`src/sv/gdc_pkg.sv`:
```
// shared types, constants and codes for the gesture direction classifier
`default_nettype none

package gdc_pkg;

  // accumulator width and defaults for zero configuration values
  localparam int unsigned SUM_WIDTH     = 32;
  localparam int unsigned THR_WIDTH     = 16;
  localparam int unsigned RATIO_WIDTH   = 8;
  localparam int unsigned TYPE_WIDTH    = 8;
  localparam int unsigned DELTA_WIDTH   = 16;
  localparam int unsigned TOTAL_WIDTH   = 32;
  localparam int unsigned CFG_WIDTH     = 16;
  localparam int unsigned PROD_WIDTH    = SUM_WIDTH + RATIO_WIDTH;

  localparam logic [THR_WIDTH-1:0]   DEF_THRESHOLD = THR_WIDTH'(70);
  localparam logic [RATIO_WIDTH-1:0] DEF_NUM       = RATIO_WIDTH'(13);
  localparam logic [RATIO_WIDTH-1:0] DEF_DEN       = RATIO_WIDTH'(10);

  // input word kinds
  typedef enum logic [1:0] {
    KIND_START  = 2'd0,
    KIND_DELTA  = 2'd1,
    KIND_CANCEL = 2'd2,
    KIND_FINISH = 2'd3
  } kind_t;

  // classified direction codes
  typedef enum logic [2:0] {
    DIR_NONE  = 3'd0,
    DIR_LEFT  = 3'd1,
    DIR_RIGHT = 3'd2,
    DIR_UP    = 3'd3,
    DIR_DOWN  = 3'd4
  } dir_t;

  // configuration register indexes
  typedef enum logic [1:0] {
    CFG_THRESHOLD = 2'd0,
    CFG_NUMERATOR = 2'd1,
    CFG_DENOMINATOR = 2'd2,
    CFG_PAN_TYPE  = 2'd3
  } cfg_idx_t;

  // effective configuration values (zero already mapped to defaults)
  typedef struct packed {
    logic [THR_WIDTH-1:0]   thr;
    logic [RATIO_WIDTH-1:0] num;
    logic [RATIO_WIDTH-1:0] den;
    logic [TYPE_WIDTH-1:0]  pan_code;
  } cfg_t;

  // thresholds latched for the running gesture
  typedef struct packed {
    logic [THR_WIDTH-1:0]   thr;
    logic [RATIO_WIDTH-1:0] num;
    logic [RATIO_WIDTH-1:0] den;
  } gcfg_t;

  // one result word
  typedef struct packed {
    logic                          gesture_active;
    logic [TYPE_WIDTH-1:0]         current_type;
    logic                          pan_now;
    logic                          finished;
    dir_t                          direction;
    logic signed [TOTAL_WIDTH-1:0] total_x;
    logic signed [TOTAL_WIDTH-1:0] total_y;
    logic                          pan_latched;
  } res_t;

endpackage

`default_nettype wire

```
`src/sv/gdc_cfg.sv`:
```
// configuration registers with zero-means-default mapping
`default_nettype none

module gdc_cfg
  import gdc_pkg::*;
(
  input  wire logic                 clk,
  input  wire logic                 rst_n,
  input  wire logic                 cfg_we,
  input  wire logic [1:0]           cfg_index,
  input  wire logic [CFG_WIDTH-1:0] cfg_wdata,
  output cfg_t                      cfg
);

  logic [THR_WIDTH-1:0]   thr_r;
  logic [RATIO_WIDTH-1:0] num_r;
  logic [RATIO_WIDTH-1:0] den_r;
  logic [TYPE_WIDTH-1:0]  pan_r;

  // register writes
  always_ff @(posedge clk) begin
    if (!rst_n) begin
      thr_r <= DEF_THRESHOLD;
      num_r <= DEF_NUM;
      den_r <= DEF_DEN;
      pan_r <= '0;
    end else if (cfg_we) begin
      unique case (cfg_idx_t'(cfg_index))
        CFG_THRESHOLD:   thr_r <= cfg_wdata[THR_WIDTH-1:0];
        CFG_NUMERATOR:   num_r <= cfg_wdata[RATIO_WIDTH-1:0];
        CFG_DENOMINATOR: den_r <= cfg_wdata[RATIO_WIDTH-1:0];
        CFG_PAN_TYPE:    pan_r <= cfg_wdata[TYPE_WIDTH-1:0];
        default: ;
      endcase
    end
  end

  // zero values fall back to defaults
  always_comb begin
    cfg.thr      = (thr_r != '0) ? thr_r : DEF_THRESHOLD;
    cfg.num      = (num_r != '0) ? num_r : DEF_NUM;
    cfg.den      = (den_r != '0) ? den_r : DEF_DEN;
    cfg.pan_code = pan_r;
  end

endmodule

`default_nettype wire

```
`src/sv/gdc_classify.sv`:
```
// direction decision from the accumulated sums
`default_nettype none

module gdc_classify
  import gdc_pkg::*;
(
  input  wire logic signed [SUM_WIDTH-1:0] sum_x,
  input  wire logic signed [SUM_WIDTH-1:0] sum_y,
  input  wire gcfg_t                       gcfg,
  output dir_t                             direction
);

  logic [SUM_WIDTH-1:0]  ax;
  logic [SUM_WIDTH-1:0]  ay;
  logic [SUM_WIDTH-1:0]  thr_ext;
  logic [PROD_WIDTH-1:0] ax_den;
  logic [PROD_WIDTH-1:0] ay_num;
  logic [PROD_WIDTH-1:0] ay_den;
  logic [PROD_WIDTH-1:0] ax_num;
  logic                  below;

  // magnitudes, exact for the most negative value
  always_comb begin
    ax      = sum_x[SUM_WIDTH-1] ? (~sum_x + 1'b1) : sum_x;
    ay      = sum_y[SUM_WIDTH-1] ? (~sum_y + 1'b1) : sum_y;
    thr_ext = SUM_WIDTH'(gcfg.thr);
    below   = (ax < thr_ext) && (ay < thr_ext);
  end

  // exact cross products for the dominance test
  always_comb begin
    ax_den = PROD_WIDTH'(ax) * PROD_WIDTH'(gcfg.den);
    ay_num = PROD_WIDTH'(ay) * PROD_WIDTH'(gcfg.num);
    ay_den = PROD_WIDTH'(ay) * PROD_WIDTH'(gcfg.den);
    ax_num = PROD_WIDTH'(ax) * PROD_WIDTH'(gcfg.num);
  end

  // pick the dominant axis
  always_comb begin
    priority if (below) begin
      direction = DIR_NONE;
    end else if (ax_den > ay_num) begin
      direction = sum_x[SUM_WIDTH-1] ? DIR_LEFT : DIR_RIGHT;
    end else if (ay_den > ax_num) begin
      direction = sum_y[SUM_WIDTH-1] ? DIR_UP : DIR_DOWN;
    end else begin
      direction = DIR_NONE;
    end
  end

endmodule

`default_nettype wire

```
`src/sv/gdc_track.sv`:
```
// gesture state, saturating sums, pan latch and result formation
`default_nettype none

module gdc_track
  import gdc_pkg::*;
(
  input  wire logic                          clk,
  input  wire logic                          rst_n,
  input  wire logic                          step,
  input  wire kind_t                         kind,
  input  wire logic [TYPE_WIDTH-1:0]         gesture_type,
  input  wire logic signed [DELTA_WIDTH-1:0] delta_x,
  input  wire logic signed [DELTA_WIDTH-1:0] delta_y,
  input  wire cfg_t                          cfg,
  output res_t                               res
);

  localparam int unsigned SW1 = SUM_WIDTH + 1;

  logic                        active_r, active_nxt;
  logic [TYPE_WIDTH-1:0]       type_r, type_nxt;
  logic signed [SUM_WIDTH-1:0] sum_x_r, sum_x_nxt;
  logic signed [SUM_WIDTH-1:0] sum_y_r, sum_y_nxt;
  logic                        pan_r, pan_nxt;
  gcfg_t                       gcfg_r, gcfg_nxt;

  logic signed [SW1-1:0]       wide_x;
  logic signed [SW1-1:0]       wide_y;
  logic signed [SUM_WIDTH-1:0] sat_x;
  logic signed [SUM_WIDTH-1:0] sat_y;
  logic [SUM_WIDTH-1:0]        mag_x;
  logic [SUM_WIDTH-1:0]        mag_y;
  logic                        pan_hit;
  dir_t                        fin_dir;

  // saturating accumulate
  always_comb begin
    wide_x = SW1'(sum_x_r) + SW1'(delta_x);
    wide_y = SW1'(sum_y_r) + SW1'(delta_y);
    if (wide_x[SW1-1] != wide_x[SW1-2]) begin
      sat_x = {wide_x[SW1-1], {(SUM_WIDTH-1){~wide_x[SW1-1]}}};
    end else begin
      sat_x = wide_x[SUM_WIDTH-1:0];
    end
    if (wide_y[SW1-1] != wide_y[SW1-2]) begin
      sat_y = {wide_y[SW1-1], {(SUM_WIDTH-1){~wide_y[SW1-1]}}};
    end else begin
      sat_y = wide_y[SUM_WIDTH-1:0];
    end
    mag_x   = sat_x[SUM_WIDTH-1] ? (~sat_x + 1'b1) : sat_x;
    mag_y   = sat_y[SUM_WIDTH-1] ? (~sat_y + 1'b1) : sat_y;
    pan_hit = (type_r == cfg.pan_code) &&
              ((mag_x >= SUM_WIDTH'(gcfg_r.thr)) || (mag_y >= SUM_WIDTH'(gcfg_r.thr)));
  end

  // direction of the gesture as it stands
  gdc_classify u_classify (
    .sum_x     (sum_x_r),
    .sum_y     (sum_y_r),
    .gcfg      (gcfg_r),
    .direction (fin_dir)
  );

  // next state per word kind
  always_comb begin
    active_nxt = active_r;
    type_nxt   = type_r;
    sum_x_nxt  = sum_x_r;
    sum_y_nxt  = sum_y_r;
    pan_nxt    = pan_r;
    gcfg_nxt   = gcfg_r;
    unique case (kind)
      KIND_START: begin
        active_nxt   = 1'b1;
        type_nxt     = gesture_type;
        sum_x_nxt    = '0;
        sum_y_nxt    = '0;
        pan_nxt      = 1'b0;
        gcfg_nxt.thr = cfg.thr;
        gcfg_nxt.num = cfg.num;
        gcfg_nxt.den = cfg.den;
      end
      KIND_DELTA: begin
        if (active_r) begin
          sum_x_nxt = sat_x;
          sum_y_nxt = sat_y;
          pan_nxt   = pan_r | pan_hit;
        end
      end
      KIND_CANCEL, KIND_FINISH: begin
        active_nxt = 1'b0;
        type_nxt   = '0;
        sum_x_nxt  = '0;
        sum_y_nxt  = '0;
        pan_nxt    = 1'b0;
      end
      default: ;
    endcase
  end

  // result word for this step
  always_comb begin
    res                = '0;
    res.gesture_active = active_nxt;
    res.current_type   = type_nxt;
    res.pan_now        = active_nxt && (type_nxt == cfg.pan_code) && pan_nxt;
    res.direction      = DIR_NONE;
    if (kind == KIND_FINISH) begin
      res.finished    = 1'b1;
      res.direction   = fin_dir;
      res.total_x     = TOTAL_WIDTH'(sum_x_r);
      res.total_y     = TOTAL_WIDTH'(sum_y_r);
      res.pan_latched = pan_r;
    end
  end

  // gesture state registers
  always_ff @(posedge clk) begin
    if (!rst_n) begin
      active_r   <= 1'b0;
      type_r     <= '0;
      sum_x_r    <= '0;
      sum_y_r    <= '0;
      pan_r      <= 1'b0;
      gcfg_r.thr <= DEF_THRESHOLD;
      gcfg_r.num <= DEF_NUM;
      gcfg_r.den <= DEF_DEN;
    end else if (step) begin
      active_r <= active_nxt;
      type_r   <= type_nxt;
      sum_x_r  <= sum_x_nxt;
      sum_y_r  <= sum_y_nxt;
      pan_r    <= pan_nxt;
      gcfg_r   <= gcfg_nxt;
    end
  end

endmodule

`default_nettype wire

```
`src/sv/pointer_gesture_direction_classifier_core.sv`:
```
// gesture direction classifier: an accepted word is held in the input register, its result in the result register
// throughput one word per cycle while the output is not stalled; input register, one pass of logic, result register
// the input side keeps taking words while a result waits, until both stages are full
// synchronous active-low reset clears the gesture, empties both stages
// and loads configuration defaults 70, 13, 10 and pan type 0
`default_nettype none

module pointer_gesture_direction_classifier_core
  import gdc_pkg::*;
(
  input  wire logic                          clk,
  input  wire logic                          rst_n,
  input  wire logic                          cfg_we,
  input  wire logic [1:0]                    cfg_index,
  input  wire logic [CFG_WIDTH-1:0]          cfg_wdata,
  input  wire logic                          in_valid,
  output logic                               in_ready,
  input  wire logic [1:0]                    in_kind,
  input  wire logic [TYPE_WIDTH-1:0]         in_gesture_type,
  input  wire logic signed [DELTA_WIDTH-1:0] in_delta_x,
  input  wire logic signed [DELTA_WIDTH-1:0] in_delta_y,
  output logic                               out_valid,
  input  wire logic                          out_ready,
  output logic                               out_gesture_active,
  output logic [TYPE_WIDTH-1:0]              out_current_type,
  output logic                               out_pan_now,
  output logic                               out_finished,
  output logic [2:0]                         out_direction,
  output logic signed [TOTAL_WIDTH-1:0]      out_total_x,
  output logic signed [TOTAL_WIDTH-1:0]      out_total_y,
  output logic                               out_pan_latched
);

  logic                          s1_valid_r, s1_valid_nxt;
  kind_t                         s1_kind_r;
  logic [TYPE_WIDTH-1:0]         s1_type_r;
  logic signed [DELTA_WIDTH-1:0] s1_dx_r;
  logic signed [DELTA_WIDTH-1:0] s1_dy_r;
  logic                          out_valid_r, out_valid_nxt;
  res_t                          res_r;
  res_t                          res_calc;
  cfg_t                          cfg;
  logic                          advance;
  logic                          step;
  logic                          in_take;

  // configuration registers
  gdc_cfg u_cfg (
    .clk       (clk),
    .rst_n     (rst_n),
    .cfg_we    (cfg_we),
    .cfg_index (cfg_index),
    .cfg_wdata (cfg_wdata),
    .cfg       (cfg)
  );

  // pipeline flow control
  always_comb begin
    advance       = !out_valid_r || out_ready;
    step          = s1_valid_r && advance;
    in_ready      = !s1_valid_r || advance;
    in_take       = in_valid && in_ready;
    s1_valid_nxt  = in_take ? 1'b1 : (step ? 1'b0 : s1_valid_r);
    out_valid_nxt = step ? 1'b1 : (out_ready ? 1'b0 : out_valid_r);
  end

  // valid bits
  always_ff @(posedge clk) begin
    if (!rst_n) begin
      s1_valid_r  <= 1'b0;
      out_valid_r <= 1'b0;
    end else begin
      s1_valid_r  <= s1_valid_nxt;
      out_valid_r <= out_valid_nxt;
    end
  end

  // input word register
  always_ff @(posedge clk) begin
    if (in_take) begin
      s1_kind_r <= kind_t'(in_kind);
      s1_type_r <= in_gesture_type;
      s1_dx_r   <= in_delta_x;
      s1_dy_r   <= in_delta_y;
    end
  end

  // gesture tracking and classification
  gdc_track u_track (
    .clk          (clk),
    .rst_n        (rst_n),
    .step         (step),
    .kind         (s1_kind_r),
    .gesture_type (s1_type_r),
    .delta_x      (s1_dx_r),
    .delta_y      (s1_dy_r),
    .cfg          (cfg),
    .res          (res_calc)
  );

  // result register
  always_ff @(posedge clk) begin
    if (step) begin
      res_r <= res_calc;
    end
  end

  // output ports
  assign out_valid          = out_valid_r;
  assign out_gesture_active = res_r.gesture_active;
  assign out_current_type   = res_r.current_type;
  assign out_pan_now        = res_r.pan_now;
  assign out_finished       = res_r.finished;
  assign out_direction      = res_r.direction;
  assign out_total_x        = res_r.total_x;
  assign out_total_y        = res_r.total_y;
  assign out_pan_latched    = res_r.pan_latched;

  // a finish always leaves the block idle
  a_finish_idle: assert property (@(posedge clk) disable iff (!rst_n)
    (out_valid_r && res_r.finished) |-> (!res_r.gesture_active && res_r.current_type == '0))
    else $error("finish word left a gesture active");

  // snapshot fields are zero outside a finish
  a_no_snapshot: assert property (@(posedge clk) disable iff (!rst_n)
    (out_valid_r && !res_r.finished) |->
      (res_r.direction == DIR_NONE && res_r.total_x == '0 &&
       res_r.total_y == '0 && !res_r.pan_latched))
    else $error("snapshot fields set on a non-finish word");

  // pan indication needs an active gesture
  a_pan_active: assert property (@(posedge clk) disable iff (!rst_n)
    (out_valid_r && res_r.pan_now) |-> res_r.gesture_active)
    else $error("pan reported while idle");

  // back pressure only when both stages hold a word
  a_ready: assert property (@(posedge clk) disable iff (!rst_n)
    !in_ready |-> (s1_valid_r && out_valid_r && !out_ready))
    else $error("input stalled with room in the pipeline");

  // a stalled result stays put
  a_hold: assert property (@(posedge clk) disable iff (!rst_n)
    (out_valid_r && !out_ready) |=> (out_valid_r && $stable(res_r)))
    else $error("stalled result changed");

endmodule

`default_nettype wire
```
`config.mk`:
```
export PLATFORM = sky130hd
export DESIGN_NAME = pointer_gesture_direction_classifier_core
export DESIGN_NICKNAME = d
export VERILOG_FILES = /design/src/sv/gdc_pkg.sv /design/src/sv/gdc_cfg.sv /design/src/sv/gdc_classify.sv /design/src/sv/gdc_track.sv /design/src/sv/pointer_gesture_direction_classifier_core.sv
export SDC_FILE = /design/constraint.sdc
export NUM_CORES = 2
export LEC_CHECK = 0
export ABC_CLOCK_PERIOD_IN_PS = 16260
export BUFFER_PORTS_ARGS = -buffer_cell sky130_fd_sc_hd__buf_2
export CAP_MARGIN = 20
export CORE_ASPECT_RATIO = 2
export CORE_MARGIN = 1
export CORE_UTILIZATION = 45
export DETAILED_ROUTE_END_ITERATION = 10
export PLACE_DENSITY = 0.61
export SKIP_CTS_REPAIR_TIMING = 1
export SLEW_MARGIN = 20
export SYNTH_ARGS = -nofsm -noshare
export SYNTH_HDL_FRONTEND = slang
export SYNTH_HIERARCHICAL = 1
export SYNTH_SLANG_ARGS = --single-unit
```
`constraint.sdc`:
```
create_clock -name clk -period 16.26 [get_ports clk]
set_clock_uncertainty 0.05 [all_clocks]
set_input_delay 2.439 -clock clk [delete_from_list [all_inputs] [get_ports clk]]
set_output_delay 2.439 -clock clk [all_outputs]
set_load 0.05 [all_outputs]
```
# == Word level (Yosys, flattened, before mapping) ==
# Index checks and enable logic that the tools add are counted.
# word_totals
output_inout_bits,81
mem_bits_rw,0
wordCells,115
register_bits,269
latchBits,0
n_memories,0
romBits,0
# op_classes
n_eq_ne,11
n_lt_le_gt_ge,6
div,0
shift,0
n_mux,27
multipliers,4
reduce_logical,27
n_bitwise,8
n_addsub,6
# ops
operator,n
2-to-1 mux 32 bit,8
multiplier 32 x 8 -> 40 bit,4
"adder 32 x 1 -> 32 bit, second input constant",4
inverter 32 bit,4
case mux 32 bit (2 select lines),2
> comparator 40 bit,2
2-to-1 mux 69 bit,1
adder 32 x 16 -> 33 bit,2
greater-or-equal comparator 32 x 16 -> 1 bit,2
less-than comparator 32 x 16 -> 1 bit,2
== test 8 bit,2
2-to-1 mux 16 bit,1
2-to-1 mux 8 bit,2
case mux 8 bit (2 select lines),1
nonzero test 16 bit,1
nonzero test 8 bit,2
2-to-1 mux 3 bit,4
AND reduction 2 bit,6
"== test 2 bit, second input constant",4
logical AND 1 bit,6
2-to-1 mux 1 bit,5
"== test 2 x 1 -> 1 bit, second input constant",2
logical NOT 2 bit,2
case mux 1 bit (2 select lines),2
10 further kinds,18

# == Depth between registers and ports, before layout ==
# depth
depth_word,13
depth_mapped,42

# == Cells and area by module ==
# The synthesis kept the hierarchy.
# by_module_without_submodules
mod,instances,seq_area_each_um2,cells_each,area_each_um2
gdc_classify,1,0.0,4145,35580.4
gdc_track,1,2122.0,1874,12924.9
pointer_gesture_direction_classifier_core,1,3673.5,130,3737.3
gdc_cfg,1,800.8,193,1705.4

# == Worst setup path after synthesis ==
# Ideal clock, no wire load.
# synth_timing
path_type,reg2reg
from,register u_track.sum_x_r[0]
to,"register res_r, in the netlist out_direction[0], data pin"
arrival_time_ns,8.948
path_slack_ns,7.007
path_stages_with_launch,38
n_path_buf,4
setup_ns,0.255
path_cell_list,dfxtp_1 -> clkbuf_1 -> clkbuf_1 -> inv_1 -> ha_1 -> nand2_1 -> or3_4 -> buf_6 -> o41ai_1 -> xor2_1 -> clkbuf_1 -> nor2b_1 -> fa_1 -> fa_1 -> fa_1 -> fa_1 -> ha_1 -> a21o_1 -> [2 not listed] -> o21ai_0 -> a21oi_1 -> o21ai_1 -> a41o_1 -> o41ai_1 -> or4b_1 -> o211ai_1 -> ha_1 -> and4_1 -> nand3_1 -> or2_0 -> or4_1 -> o21ai_0 -> a211o_1 -> o31ai_1 -> and4_1 -> o21a_1 -> and3_1
# synth_via
elab_chain_len,7
word_cells_on_any_way,12
cone_classes,add/sub: 1; mul: 2; order compare: 3; mux: 3; bitwise: 1; reduce/logical: 2
# synth_lines
element,line_no,rtl
from (decl),gdc_track.sv:22,"logic signed [SUM_WIDTH-1:0] sum_x_r, sum_x_nxt;"
from (signal assigned),gdc_track.sv:131,sum_x_r <= sum_x_nxt;
inverter 32 bit,gdc_classify.sv:24,ax = sum_x[SUM_WIDTH-1] ? (~sum_x + 1'b1) : sum_x;
adder 32 x 1 -> 32 bit,gdc_classify.sv:24,
2-to-1 mux 32 bit *,gdc_classify.sv:24,
multiplier 32 x 8 -> 40 bit,gdc_classify.sv:35,ax_num = PROD_WIDTH'(ax) * PROD_WIDTH'(gcfg.num);
> comparator 40 bit,gdc_classify.sv:44,end else if (ay_den > ax_num) begin
2-to-1 mux 3 bit,gdc_classify.sv:44,
2-to-1 mux 3 bit,gdc_classify.sv:42,end else if (ax_den > ay_num) begin
to (signal assigned),pointer_gesture_direction_classifier_core.sv:104,res_r <= res_calc;
to (decl),pointer_gesture_direction_classifier_core.sv:40,res_t res_r;
# Every way passes the cells marked *; elsewhere a longest branch is shown, timed or not.
# A chain may end at the register's enable or synchronous reset.

# == Worst setup path after layout ==
# layout_timing
from,register u_track.sum_y_r[11]
to,"register res_r, in the netlist out_direction[0], data pin"
# layout_via
elab_chain_len,7
word_cells_on_any_way,12
cone_classes,add/sub: 1; mul: 2; order compare: 3; mux: 3; bitwise: 1; reduce/logical: 2
# layout_lines
element,line_no,rtl
from (decl),gdc_track.sv:23,"logic signed [SUM_WIDTH-1:0] sum_y_r, sum_y_nxt;"
from (signal assigned),gdc_track.sv:132,sum_y_r <= sum_y_nxt;
inverter 32 bit,gdc_classify.sv:25,ay = sum_y[SUM_WIDTH-1] ? (~sum_y + 1'b1) : sum_y;
adder 32 x 1 -> 32 bit,gdc_classify.sv:25,
2-to-1 mux 32 bit *,gdc_classify.sv:25,
multiplier 32 x 8 -> 40 bit,gdc_classify.sv:34,ay_den = PROD_WIDTH'(ay) * PROD_WIDTH'(gcfg.den);
> comparator 40 bit,gdc_classify.sv:44,
2-to-1 mux 3 bit,gdc_classify.sv:44,
2-to-1 mux 3 bit,gdc_classify.sv:42,
# Marks and branches as above.

==> results.py <==
metrics = {
    "place": {
        "placed_cell_area_um2": 56300,
        "dpl.hpwl_mm": 154,
        "io_buffer_count": 145,
        "placed_cells": 7787,
        "gp_congestion": 0.996,
    },
    "logic_synthesis": {
        "ys.flop_type": "dfxtp_1",
        "synth_seq_area_share_pct": 12.2,
        "syn_inst": 6342,
        "syn-num-nets": 7577,
        "synth_compound_area_share_pct": 14.8,
        "yosysTopAreaCell": "fa_1",
        "ys_warn_count": 6,
        "synth_xor_xnor_area_share_pct": 4.52,
        "synth-simple-area-share_pct": 22.3,
        "netlist_top_cells_area": "fa_1, ha_1, edfxtp_1, and2_1, dfxtp_1",
        "synth_edf_count": 121,
        "synth-seq-cells": 269,
        "synthArstFlopShare_pct": 0,
        "syn-cell-area_um2": 53900,
        "synthAdderAreaFrac_pct": 37.2,
        "yosys.cell_types.count": 112,
        "synth_top_family_by_area": "adder cells",
        "synthMuxAreaShare_pct": 1.09,
        "avgSynthCellArea_um2": 8.51,
        "synth_top_area_share_pct": 26.8,
    },
    "clock_network": {
        "clock_latency_ns": 0.61,
        "cts.sinks": 269,
        "clk_pin_slew_worst_paths_ns": 0.08,
        "clockBufferDepth": 3,
        "cts_tree": "done",
        "cts_max_level": 1,
        "cts_buffers": 23,
        "cts-root-buf": "clkbuf_16",
    },
    "finish": {
        "multi_input_area_um2": 43300,
        "drive_gt1_share_pct": 6.88,
        "fillers": 11600,
        "final_area_um2": 57100,
        "nNetsFinal": 7509,
        "most-common-layout-cells": "inv_1, fa_1, nand2_1",
        "stdcell_count": 7830,
        "syn2layout_area_growth_pct": 5.89,
        "layout.area.seq_um2": 6620,
        "layout_commonest_cell": "inv_1",
    },
    "setup_path": {
        "critPathMaxFanout": 16,
        "cp_slowest_stage_delay_ns": 0.76,
        "worstPathRequired_ns": 16.67,
        "start_kind": "flop",
        "rrSetupSlack_ns": 5.93,
        "critPathCaptureType": "flop",
        "cp.arrival_ns": 10.74,
        "crit_top_cell": "fa_1",
        "cp_num_buf_inv": 0,
        "cpLargestDelayFamily": "simple AND/OR/NAND/NOR gates",
        "critPathKind": "flop to flop",
        "slowest_stage": "xor2_2",
    },
    "route": {
        "antenna_left": 0,
        "vias": 46900,
        "drt-initial-drc-count": 2626,
        "wl_mm": 197,
        "drc": 0,
        "firstDrtPassIters": 6,
        "routedWlPerCell_um": 25.1,
        "vias_per_cell": 5.99,
    },
    "sta": {
        "setup_violations": 0,
        "tns_ns": 0,
        "hold_viol": 0,
        "min_period_ns": 10.33,
        "fmax_mhz": 96.8,
        "worst_slew_pin_slew_ns": 1.15,
        "drv_slew": 0,
        "whs_ns": 0.407,
        "maxSlewHeadroom_pct": 22.8,
        "min_period_over_period_pct": 63.5,
        "rsz0062_at_grt": "false",
    },
    "run_status": {
        "status": "completed",
    },
    "power": {
        "leakagePower_nw": 28.1,
        "p_per_area_nw_per_um2": 33.6,
        "ir_drop_v": 0.0000945,
    },
    "global_routing": {
        "grt_pass1_wl_mm": 295,
        "grt_pass1_vias": 50000,
        "antenna_found_initial": 12,
        "grt.total_usage_pct": 32.7,
        "grt_max_degree": 73,
        "grt-ovfl-total": 0,
    },
    "floorplanning": {
        "dieArea_um2": 121000,
        "io_pins": 146,
        "rows": 179,
        "die_y_um": 492,
        "fp.dieW_um": 247,
        "coreArea_um2": 119000,
        "start_util_pct": 45.4,
    },
    "hold_path": {
        "holdCritPathClass": "flop to flop",
    },
    "job": {
        "drv_cap": 0,
    },
}
==> tightest hold or removal path: cells and delay by family (launching register included) <==
kind            cells  cell delay [ns]
flops               1             0.32
simple gates        1             0.05
compound gates      1             0.05
==> path summary, 6_finish.rpt <==
path,cells past startpoint,to,startpoint
setup / recovery,30,out_direction[0]$_DFFE_PP_,u_track/sum_y_r[11]$_SDFFE_PN0P_
hold / removal,2,u_track/gcfg_r[14]$_SDFFE_PN0P_,u_track/gcfg_r[14]$_SDFFE_PN0P_
setup reg to reg,30,out_direction[0]$_DFFE_PP_,u_track/sum_y_r[11]$_SDFFE_PN0P_
hold reg to reg,2,u_track/gcfg_r[14]$_SDFFE_PN0P_,u_track/gcfg_r[14]$_SDFFE_PN0P_
==> stage by stage <==
step | worst slack [ns] | utilization, % | power [mW]
floorplan | 7.01 | - | 1.11
global placement | 6.28 | 47.3 | 1.28
detailed placement | 6.08 | 47.3 | 1.29
CTS | 6.00 | 48.0 | 1.92
global route | 5.46 | 48.0 | 1.99
finish | 5.93 | 48.0 | 1.92
==> cell families after synthesis <==
logic type | count (synthesis)
AO/OA/AOI/OAI | 1228
AND/OR/NAND/NOR | 2241
XOR/XNOR | 276
flip-flops | 269
adder cells (fa/ha/maj) | 1171
multiplexers | 58
buffers and inverters | 1099
==> flip-flops by register name, summed over array words and instances, names as in the netlist <==
register            flops
out_direction           3
out_total_x            32
out_finished            1
u_track/active_r        1
out_total_y            32
s1_type_r               8
s1_dy_r                16
s1_valid_r              1
u_cfg/pan_r             8
u_track/pan_r           1
u_cfg/num_r             8
u_track/gcfg_r         32
u_track/type_r          8
s1_kind_r               2
out_pan_now             1
u_track/sum_y_r        32
u_track/sum_x_r        32
u_cfg/thr_r            16
u_cfg/den_r             8
out_gesture_active      1
out_pan_latched         1
out_current_type        8
s1_dx_r                16
out_valid               1
==> metal layers <==
| layer | part of all wire (%) | up-vias | track usage (%) |
|---|---|---|---|
| li1 | - | 20900 | - |
| met1 | 31 | 23400 | 29.4 |
| met2 | 52 | 1697 | 59.6 |
| met3 | 4.7 | 857 | 4.42 |
| met4 | 13 | 8 | 35.2 |
| met5 | 0.026 | - | 0 |
==> cell type report <==
type	instances	share of cell area, %
Antenna cell	1	0.00438
Clock buffer	30	1.15
Clock inverter	12	0.309
Inverter	735	4.83
Multi-Input combinational cell	4974	75.8
Sequential cell	269	11.6
Tap cell	1538	3.37
Timing Repair Buffer	271	2.93
==> cell usage after synthesis (39+ instances only) <==
library cell	n
nor2_1	272
and3_1	103
a31oi_1	43
nand2b_1	93
fa_1	722
ha_1	448
nor2b_1	358
and2_1	476
inv_1	734
mux2i_1	53
edfxtp_1	121
a21oi_1	377
a21o_1	168
nand4_1	74
a211oi_1	39
o211ai_1	47
nor3_1	84
nand2_1	528
xor2_1	112
dfxtp_1	148
clkbuf_1	331
xnor2_1	161
o21ai_0	208
nand3_1	97
==> power by group <==
group          leakage [nW]  internal [mW]  switching [mW]
sequential             2.38          0.727          0.0238
combinational          25.3          0.174           0.362
clock                 0.406          0.340           0.294
Note: power is estimated with default switching activity, not from simulation.
